===== src/rtl/core/vcs_pkg.sv =====
// Shared constants, payload types and controller interface types for the cosine block.
`default_nettype none

package vcs_pkg;

    // Sizing of the element stream and of the running sums.
    localparam int MAX_LENGTH = 1024;
    localparam int ELEM_W     = 16;
    localparam int NORM_W     = 2 * ELEM_W - 1 + $clog2(MAX_LENGTH);
    localparam int DOT_W      = NORM_W + 1;

    // The norm product is formed from four half-width partial products.
    localparam int PROD_W     = 2 * NORM_W;
    localparam int HALF_W     = (NORM_W + 1) / 2;
    localparam int PP_STEPS   = 4;
    localparam int PP_SEL_W   = 2;

    // Quotient bits and output format.
    localparam int Q_W        = 14;
    localparam int OUT_W      = 16;
    localparam int CNT_W      = $clog2(NORM_W);

    localparam logic signed [OUT_W-1:0] COS_ONE = 16'sd16384;

    // Partial product selectors: bit 0 picks the half of norm A, bit 1 the half of norm B.
    localparam logic [PP_SEL_W-1:0] PP_LL = 2'd0;
    localparam logic [PP_SEL_W-1:0] PP_HL = 2'd1;
    localparam logic [PP_SEL_W-1:0] PP_LH = 2'd2;
    localparam logic [PP_SEL_W-1:0] PP_HH = 2'd3;

    typedef struct packed {
        logic signed [15:0] elem_a;
        logic signed [15:0] elem_b;
        logic               last_item;
    } item_t;

    typedef struct packed {
        logic signed [15:0] cosine_q14;
        logic               zero_norm;
    } result_t;

    // Commands from the controller to the datapath.
    typedef struct packed {
        logic                acc_en;
        logic                mul_step;
        logic [PP_SEL_W-1:0] pp_sel;
        logic                root_step;
        logic                div_step;
        logic                first;
        logic                res_load;
    } cmd_t;

    // Status from the datapath to the controller.
    typedef struct packed {
        logic norm_zero;
    } status_t;

    typedef enum logic [4:0] {
        ST_ACCUM = 5'b00001,
        ST_MUL   = 5'b00010,
        ST_ROOT  = 5'b00100,
        ST_DIV   = 5'b01000,
        ST_DONE  = 5'b10000
    } state_t;

endpackage

`default_nettype wire


===== src/rtl/core/vcs_datapath.sv =====
// Datapath: accumulators, norm product, square root and quotient units, result register.
`default_nettype none

module vcs_datapath (
    input  wire logic            clk,
    input  wire logic            rst_n,
    input  wire vcs_pkg::item_t  item,
    input  wire vcs_pkg::cmd_t   cmd,
    output vcs_pkg::status_t     status,
    output vcs_pkg::result_t     result
);
    import vcs_pkg::*;

    // Running sums.
    logic [DOT_W-1:0]  dot_reg,    dot_next;
    logic [NORM_W-1:0] norm_a_reg, norm_a_next;
    logic [NORM_W-1:0] norm_b_reg, norm_b_next;

    logic signed [ELEM_W-1:0]   a_s, b_s;
    logic signed [2*ELEM_W-1:0] ab_prod, aa_prod, bb_prod;

    // Norm product, later shifted out two bits at a time into the root unit.
    logic [PROD_W-1:0]   prod_reg, prod_next;
    logic [HALF_W-1:0]   x_op, y_op;
    logic [2*HALF_W-1:0] pp;
    logic [PROD_W-1:0]   pp_ext, pp_shifted;

    // Sign and magnitude of the dot product.
    logic             sign_reg, sign_next;
    logic [DOT_W-1:0] mag_reg,  mag_next;

    // Square root unit.
    logic [NORM_W:0]   sq_rem_reg, sq_rem_next, sq_rem_in;
    logic [NORM_W-1:0] root_reg,   root_next,   root_in;
    logic [NORM_W+2:0] sq_shift, sq_trial, sq_diff;
    logic              sq_ge;

    // Quotient unit.
    logic [DOT_W-1:0] div_rem_reg, div_rem_next, div_in;
    logic [DOT_W:0]   div_shift, div_den, div_diff;
    logic             div_ge;
    logic [Q_W-1:0]   quot_reg, quot_next, quot_in;

    // Result register.
    logic             sat;
    logic [OUT_W-1:0] mag_res;
    result_t          result_reg, result_next;

    // Element products, sign-extended from the element width.
    assign a_s     = item.elem_a[ELEM_W-1:0];
    assign b_s     = item.elem_b[ELEM_W-1:0];
    assign ab_prod = a_s * b_s;
    assign aa_prod = a_s * a_s;
    assign bb_prod = b_s * b_s;

    // Sum update: cleared on result load, else accumulated, wrapping at the sum widths.
    always_comb
    begin
        dot_next    = dot_reg;
        norm_a_next = norm_a_reg;
        norm_b_next = norm_b_reg;
        if (cmd.res_load)
        begin
            dot_next    = '0;
            norm_a_next = '0;
            norm_b_next = '0;
        end
        else if (cmd.acc_en)
        begin
            dot_next    = dot_reg + DOT_W'(ab_prod);
            norm_a_next = norm_a_reg + NORM_W'($unsigned(aa_prod));
            norm_b_next = norm_b_reg + NORM_W'($unsigned(bb_prod));
        end
    end

    always_ff @(posedge clk or negedge rst_n)
    begin
        if (!rst_n)
        begin
            dot_reg    <= '0;
            norm_a_reg <= '0;
            norm_b_reg <= '0;
        end
        else
        begin
            dot_reg    <= dot_next;
            norm_a_reg <= norm_a_next;
            norm_b_reg <= norm_b_next;
        end
    end

    assign status.norm_zero = (norm_a_reg == '0) || (norm_b_reg == '0);

    // Partial product operand selection and alignment.
    assign x_op   = cmd.pp_sel[0] ? HALF_W'(norm_a_reg[NORM_W-1:HALF_W])
                                  : norm_a_reg[HALF_W-1:0];
    assign y_op   = cmd.pp_sel[1] ? HALF_W'(norm_b_reg[NORM_W-1:HALF_W])
                                  : norm_b_reg[HALF_W-1:0];
    assign pp     = x_op * y_op;
    assign pp_ext = PROD_W'(pp);

    always_comb
    begin
        case (cmd.pp_sel) inside
            PP_LL:        pp_shifted = pp_ext;
            PP_HL, PP_LH: pp_shifted = pp_ext << HALF_W;
            PP_HH:        pp_shifted = pp_ext << (2 * HALF_W);
            default:      pp_shifted = pp_ext;
        endcase
    end

    // Product accumulation, dot sign/magnitude capture, then a two-bit shift per root step.
    always_comb
    begin
        prod_next = prod_reg;
        sign_next = sign_reg;
        mag_next  = mag_reg;
        if (cmd.mul_step)
        begin
            prod_next = (cmd.first ? '0 : prod_reg) + pp_shifted;
            if (cmd.first)
            begin
                sign_next = dot_reg[DOT_W-1];
                mag_next  = dot_reg[DOT_W-1] ? (~dot_reg + DOT_W'(1)) : dot_reg;
            end
        end
        else if (cmd.root_step)
        begin
            prod_next = prod_reg << 2;
        end
    end

    // One result bit of the integer square root per step.
    assign sq_rem_in = cmd.first ? '0 : sq_rem_reg;
    assign root_in   = cmd.first ? '0 : root_reg;
    assign sq_shift  = {sq_rem_in, prod_reg[PROD_W-1 -: 2]};
    assign sq_trial  = {1'b0, root_in, 2'b01};
    assign sq_ge     = sq_shift >= sq_trial;
    assign sq_diff   = sq_shift - sq_trial;

    always_comb
    begin
        sq_rem_next = sq_rem_reg;
        root_next   = root_reg;
        if (cmd.root_step)
        begin
            sq_rem_next = sq_ge ? sq_diff[NORM_W:0] : sq_shift[NORM_W:0];
            root_next   = {root_in[NORM_W-2:0], sq_ge};
        end
    end

    // One quotient bit of magnitude / root per step.
    assign div_in    = cmd.first ? mag_reg : div_rem_reg;
    assign quot_in   = cmd.first ? '0 : quot_reg;
    assign div_shift = {div_in, 1'b0};
    assign div_den   = (DOT_W + 1)'(root_reg);
    assign div_ge    = div_shift >= div_den;
    assign div_diff  = div_shift - div_den;

    always_comb
    begin
        div_rem_next = div_rem_reg;
        quot_next    = quot_reg;
        if (cmd.div_step)
        begin
            div_rem_next = div_ge ? div_diff[DOT_W-1:0] : div_shift[DOT_W-1:0];
            quot_next    = {quot_in[Q_W-2:0], div_ge};
        end
    end

    // Final result: zero-norm case, saturation when the magnitude reaches the root.
    assign sat     = mag_reg >= DOT_W'(root_reg);
    assign mag_res = sat ? COS_ONE : OUT_W'(quot_reg);

    always_comb
    begin
        result_next = result_reg;
        if (cmd.res_load)
        begin
            if (status.norm_zero)
            begin
                result_next.cosine_q14 = '0;
                result_next.zero_norm  = 1'b1;
            end
            else
            begin
                result_next.cosine_q14 = sign_reg ? -mag_res : mag_res;
                result_next.zero_norm  = 1'b0;
            end
        end
    end

    // Working registers carry payload only.
    always_ff @(posedge clk)
    begin
        prod_reg    <= prod_next;
        sign_reg    <= sign_next;
        mag_reg     <= mag_next;
        sq_rem_reg  <= sq_rem_next;
        root_reg    <= root_next;
        div_rem_reg <= div_rem_next;
        quot_reg    <= quot_next;
        result_reg  <= result_next;
    end

    assign result = result_reg;

    // The sums are empty after every result.
    a_sums_cleared: assert property (@(posedge clk) disable iff (!rst_n)
        cmd.res_load |=> (dot_reg == '0 && norm_a_reg == '0 && norm_b_reg == '0))
        else $error("sums not cleared after result");

    // Division only runs with nonzero norms, so the root is at least one.
    a_root_nonzero: assert property (@(posedge clk) disable iff (!rst_n)
        cmd.div_step |-> root_reg != '0)
        else $error("division by a zero root");

    // A loaded result stays within plus or minus one.
    a_result_range: assert property (@(posedge clk) disable iff (!rst_n)
        cmd.res_load |=> (result.zero_norm ||
            (result.cosine_q14 <= COS_ONE && result.cosine_q14 >= -COS_ONE)))
        else $error("cosine out of range");

endmodule

`default_nettype wire


===== src/rtl/core/vcs_ctrl.sv =====
// Controller: sequences accumulation, norm product, root, division and result hand-off.
`default_nettype none

module vcs_ctrl (
    input  wire logic              clk,
    input  wire logic              rst_n,
    input  wire logic              item_valid,
    input  wire logic              item_last,
    output logic                   item_stall,
    output logic                   result_valid,
    input  wire logic              result_stall,
    input  wire vcs_pkg::status_t  status,
    output vcs_pkg::cmd_t          cmd
);
    import vcs_pkg::*;

    state_t           state_reg, state_next;
    logic [CNT_W-1:0] cnt_reg,   cnt_next;
    logic             out_valid_reg, out_valid_next;

    // Requests are taken only while accumulating.
    assign item_stall   = (state_reg != ST_ACCUM);
    assign result_valid = out_valid_reg;

    // Next state and commands.
    always_comb
    begin
        cmd        = '0;
        state_next = state_reg;
        cnt_next   = cnt_reg;
        unique case (state_reg)
            ST_ACCUM:
            begin
                if (item_valid)
                begin
                    cmd.acc_en = 1'b1;
                    if (item_last)
                    begin
                        state_next = ST_MUL;
                        cnt_next   = '0;
                    end
                end
            end
            ST_MUL:
            begin
                cmd.mul_step = 1'b1;
                cmd.first    = (cnt_reg == '0);
                cmd.pp_sel   = cnt_reg[PP_SEL_W-1:0];
                if (cnt_reg == CNT_W'(PP_STEPS - 1))
                begin
                    cnt_next   = '0;
                    state_next = status.norm_zero ? ST_DONE : ST_ROOT;
                end
                else
                begin
                    cnt_next = cnt_reg + CNT_W'(1);
                end
            end
            ST_ROOT:
            begin
                cmd.root_step = 1'b1;
                cmd.first     = (cnt_reg == '0);
                if (cnt_reg == CNT_W'(NORM_W - 1))
                begin
                    cnt_next   = '0;
                    state_next = ST_DIV;
                end
                else
                begin
                    cnt_next = cnt_reg + CNT_W'(1);
                end
            end
            ST_DIV:
            begin
                cmd.div_step = 1'b1;
                cmd.first    = (cnt_reg == '0);
                if (cnt_reg == CNT_W'(Q_W - 1))
                begin
                    cnt_next   = '0;
                    state_next = ST_DONE;
                end
                else
                begin
                    cnt_next = cnt_reg + CNT_W'(1);
                end
            end
            ST_DONE:
            begin
                if (!out_valid_reg || !result_stall)
                begin
                    cmd.res_load = 1'b1;
                    state_next   = ST_ACCUM;
                end
            end
            default:
            begin
                state_next = ST_ACCUM;
                cnt_next   = '0;
            end
        endcase
    end

    // Output register occupancy.
    always_comb
    begin
        out_valid_next = out_valid_reg;
        if (cmd.res_load)
        begin
            out_valid_next = 1'b1;
        end
        else if (!result_stall)
        begin
            out_valid_next = 1'b0;
        end
    end

    always_ff @(posedge clk or negedge rst_n)
    begin
        if (!rst_n)
        begin
            state_reg     <= ST_ACCUM;
            cnt_reg       <= '0;
            out_valid_reg <= 1'b0;
        end
        else
        begin
            state_reg     <= state_next;
            cnt_reg       <= cnt_next;
            out_valid_reg <= out_valid_next;
        end
    end

    // A closing request always starts the norm product.
    a_last_starts: assert property (@(posedge clk) disable iff (!rst_n)
        (item_valid && !item_stall && item_last) |=> state_reg == ST_MUL)
        else $error("last request did not start the computation");

    // The step counter stays inside the root length.
    a_root_count: assert property (@(posedge clk) disable iff (!rst_n)
        state_reg == ST_ROOT |-> cnt_reg < CNT_W'(NORM_W))
        else $error("root step counter overran");

    // A result appears only as the hand-off state completes.
    a_result_source: assert property (@(posedge clk) disable iff (!rst_n)
        $rose(result_valid) |-> $past(state_reg == ST_DONE))
        else $error("result without completed computation");

endmodule

`default_nettype wire


===== src/rtl/core/vector_cosine_similarity_top.sv =====
// Top level of the streaming vector cosine similarity block.
//
//   Channel  Signals                            Carries
//   item     item_valid, item_stall, item       one element pair and the last mark
//   result   result_valid, result_stall, result cosine in Q1.14 and zero-norm flag
//
// Element pairs are taken one per cycle while accumulating.
// After the last pair: the norm product from four partial products, one root step
// per root bit, one quotient step per quotient bit, then the result load. A zero
// norm skips the root and quotient steps. The root and quotient units run in turn.
// Reset clears the sums, the controller and the result valid.
// The item channel stalls from the last pair until the result is loaded; a stalled
// result holds the block in its load state while it waits.
`default_nettype none

module vector_cosine_similarity_top (
    input  wire logic              clk,
    input  wire logic              rst_n,
    input  wire logic              item_valid,
    output logic                   item_stall,
    input  wire vcs_pkg::item_t    item,
    output logic                   result_valid,
    input  wire logic              result_stall,
    output vcs_pkg::result_t       result
);
    import vcs_pkg::*;

    cmd_t    cmd;
    status_t status;

    // Sequencer.
    vcs_ctrl u_ctrl (
        .clk          (clk),
        .rst_n        (rst_n),
        .item_valid   (item_valid),
        .item_last    (item.last_item),
        .item_stall   (item_stall),
        .result_valid (result_valid),
        .result_stall (result_stall),
        .status       (status),
        .cmd          (cmd)
    );

    // Arithmetic.
    vcs_datapath u_datapath (
        .clk    (clk),
        .rst_n  (rst_n),
        .item   (item),
        .cmd    (cmd),
        .status (status),
        .result (result)
    );

endmodule

`default_nettype wire

===== config.mk =====
export PLATFORM = sky130hd
export DESIGN_NAME = vector_cosine_similarity_top
export DESIGN_NICKNAME = d
export VERILOG_FILES = /design/src/rtl/core/vcs_pkg.sv /design/src/rtl/core/vcs_datapath.sv /design/src/rtl/core/vcs_ctrl.sv /design/src/rtl/core/vector_cosine_similarity_top.sv
export SDC_FILE = /design/constraint.sdc
export NUM_CORES = 2
export LEC_CHECK = 0
export ABC_AREA = 1
export ABC_CLOCK_PERIOD_IN_PS = 11000
export BUFFER_PORTS_ARGS = -buffer_cell sky130_fd_sc_hd__buf_2
export CAP_MARGIN = 0
export CORE_MARGIN = 4
export CORE_UTILIZATION = 50
export CTS_BUF_LIST = sky130_fd_sc_hd__clkbuf_4
export DETAILED_ROUTE_END_ITERATION = 10
export PLACE_DENSITY = 0.65
export SLEW_MARGIN = 0
export SYNTH_ARGS = -nofsm -noshare
export SYNTH_HDL_FRONTEND = slang
export SYNTH_SLANG_ARGS = --single-unit

===== constraint.sdc =====
create_clock -name clk -period 11 [get_ports clk]
set_clock_uncertainty 0.05 [all_clocks]
set_input_delay 1.1 -clock clk [delete_from_list [all_inputs] [get_ports clk]]
set_output_delay 1.1 -clock clk [all_outputs]
set_load 0.01 [all_outputs]

==> key figures <==
Outcome
  – Status: completed

Worst setup path
  – Critical Path Fanout Max: 16
  – Crit path DAT: 11270 ps
  – CP startpoint kind: register
  – Worst reg2reg setup slack: 450 ps
  – Required @ worst endpoint: 11720 ps
  – CP max stage cell: fa_1
  – Slowest Stage Delay on Critical Path: 570 ps
  – Setup CP Type: register to register
  – Reg-to-reg startpoint: u_ctrl.state_reg[3]
  – Worst reg2reg endpoint: u_datapath.prod_reg[35]
  – Critical path capture point type: register
  – Reg2Reg Depth: 45

Yosys
  – Main flop type after synthesis: edfxtp_1
  – Syn avg cell area: 7.36 sq um
  – Main combinational cell family by area after synthesis: adder cells
  – Synth unique cells: 70
  – Cells after Synth: 11200
  – Post-synth EDFFs: 281
  – Post-synthesis simple-gate area fraction: 20.5%
  – Register area share after synthesis: 14.4%
  – Post-Syn Area: 82500 sq um
  – XOR/XNOR Fraction of Synth Area: 3.21%
  – Multiplexer share of the synthesized area: 0%
  – Post-synthesis adder-cell area fraction: 37.7%
  – Fraction of registers with async set/reset: 32.6%
  – Synth Register Bits: 417
  – Complex-gate fraction of the synthesized area: 11.0%
  – Syn nets: 13100
  – Yosys warns: 0

Floorplanning
  – IO Count: 56
  – Initial core utilization: 50.5%
  – DIE WIDTH: 414 um
  – Die span in y: 414 um
  – Core area: 163000 sq um
  – Row count: 148
  – Die area: 171000 sq um

Cells and area
  – Syn-to-layout area delta: 7.00%
  – Commonest non-fill, non-tap cell in the layout: inv_1
  – Core Util, Final: 54.0%
  – FILL cells: 16300
  – Share of layout cells above drive strength 1: 5.88%
  – Nets: 13200
  – Commonest cells after routing, fill and taps aside: 2571 x inv_1, 2277 x nand2_1, 1188 x nor2_1
  – Max reg flops: 82

Clock network
  – TritonCTS clock tree: done
  – Worst skew pair latency: 1190 ps
  – Maximum buffer depth of the clock tree: 3
  – Clock buffer count from CTS: 138
  – Worst-path clk slew: 60 ps
  – Root Driver: clkbuf_4
  – H-tree levels: 4
  – Clk sink count: 417

Place
  – GPL Wtd Cong: 1.05
  – I/O Buffers: 55
  – Post-DP HPWL: 231000 um
  – Pre-CTS setup slack: 36.8 ps

Global route
  – Initial antenna violation count: 7
  – Most used routing layer: met2
  – GRT Total Usage: 32.2%
  – Global-route wire length before repair: 433000 um
  – Largest net degree at the start of global routing: 97
  – Met1 usage: 42.8%
  – GRT overflow: 0
  – Met2 GRT Util: 52.8%
  – Vias in the first global route: 76200
  – Met3 Use GR: 4.60%

Job
  – MaxCap Viol Count: 0

Drt
  – WL/cell: 20.4 um
  – Vias per cell: 5.45
  – DRC viols: 0
  – ANT nets after route: 0
  – Final WL: 278000 um
  – DRT Pass-1 Iters: 6
  – DR vias: 74400
  – DRT iter0 DRCs: 6370

Hold path
  – Hold depth: 3
  – Hold path start: result_stall
  – Hold WC Path Type: primary input to register
  – Hold Path Sink: u_ctrl.result_valid

STA
  – Setup violators final: 0
  – Fin Hold WS: 406 ps
  – Final critical-path share of the clock period: 95.9%
  – Unrepaired setup endpoints after global routing: yes
  – Max Fclk: 94.8 MHz
  – Max Slew Vio Count: 0
  – Relative slew slack: 21.6%
  – Final Hold Fails: 0
  – Slack of the critical path: 454 ps
  – Worst Tran Pin Value: 1170 ps
  – Tmin final: 10550 ps
  – Setup TNS Final: 0 ps
-- worst max path at each step --
stage,cells after the start,endpoint,startpoint
after global placement,44,u_datapath.prod_reg[37],u_ctrl.state_reg[3]
after global routing,46,u_datapath.prod_reg[52],u_ctrl.state_reg[3]
final,45,u_datapath.prod_reg[35],u_ctrl.state_reg[3]
after detailed placement,42,u_datapath.prod_reg[37],u_ctrl.state_reg[3]
after CTS,44,u_datapath.prod_reg[35],u_ctrl.state_reg[3]
after floorplan,49,u_datapath.prod_reg[65],u_ctrl.state_reg[3]
-- metrics by stage --
stage	area (sq um)	cells
final	88200	13600
after global routing	88200	13600
after detailed placement	86100	13400
after global placement	86100	13400
after floorplan	82500	11200
after CTS	87900	13600
-- timing repair --
| action | CTS | global route |
|---|---|---|
| resized for setup | 0 | 103 |
| setup buffers | 0 | 5 |
| hold buffers | 1 | 0 |
| endpoints found under the hold margin | 75 | 0 |
| endpoints found under the setup margin | 0 | 58 |
-- routing by layer --
layer	up-vias	part of all wire, %
met5	-	0.0094
met4	4	4.9
met1	36000	42
met3	580	7.0
met2	2733	46
li1	35000	-
-- synthesized netlist by cell type, types with 29 or more instances --
cell      count  area [sq um]
or2_2        44           275
a21o_1       67           503
o22ai_1      48           300
o21a_1       31           233
a31oi_1      58           363
a21oi_1     604          3020
nand2_1    2284          8570
ha_1        720          9010
nor2_1     1211          4550
o21ai_1      94           470
nor4_1       53           332
inv_1      2578          9680
o21ai_0     502          2510
fa_1       1103         22100
and2_1       29           181
xnor2_1     108           946
dfrtp_1     135          3380
nand3_1     275          1380
clkbuf_1    219           822
nand4_1     126           788
o21bai_1     63           473
nor3_1       86           430
xor2_1      194          1700
edfxtp_1    281          8440
-- cell type report --
| cell class | count | area (sq um) | share of cell area (%) |
|---|---|---|---|
| antenna | 8 | 20.0 | 0.0227 |
| clock buffer | 183 | 1370 | 1.56 |
| clock inverter | 62 | 402 | 0.455 |
| inverter | 2611 | 9810 | 11.1 |
| multi-input combinational | 7899 | 60100 | 68.1 |
| sequential | 417 | 11800 | 13.4 |
| tap | 2175 | 2720 | 3.08 |
| timing repair buffer | 280 | 2000 | 2.26 |
-- cell families (layout without fill, tap and decap cells) --
logic type	after synthesis	in the layout
and+or+nand+nor	4167	4167
buffers and inverters	2885	3136
adders and majority gates	1823	1823
AOI/OAI and AO/OA	1607	1607
DFF	417	417
xor gates and xnor gates	302	302
other	0	8
-- critical path: cells and delay by family, from the launching register on --
| kind | cells | cell delay [ps] |
|---|---|---|
| adder cells (fa/ha/maj) | 9 | 4360 |
| AND/OR/NAND/NOR | 16 | 2500 |
| buffers and inverters | 11 | 1360 |
| AO/OA/AOI/OAI | 9 | 1570 |
| flip-flops | 1 | 400 |
Power is left out: the tool's default activity adds up to more than one toggle a clock period on the data nets, which glitch-free logic cannot reach.
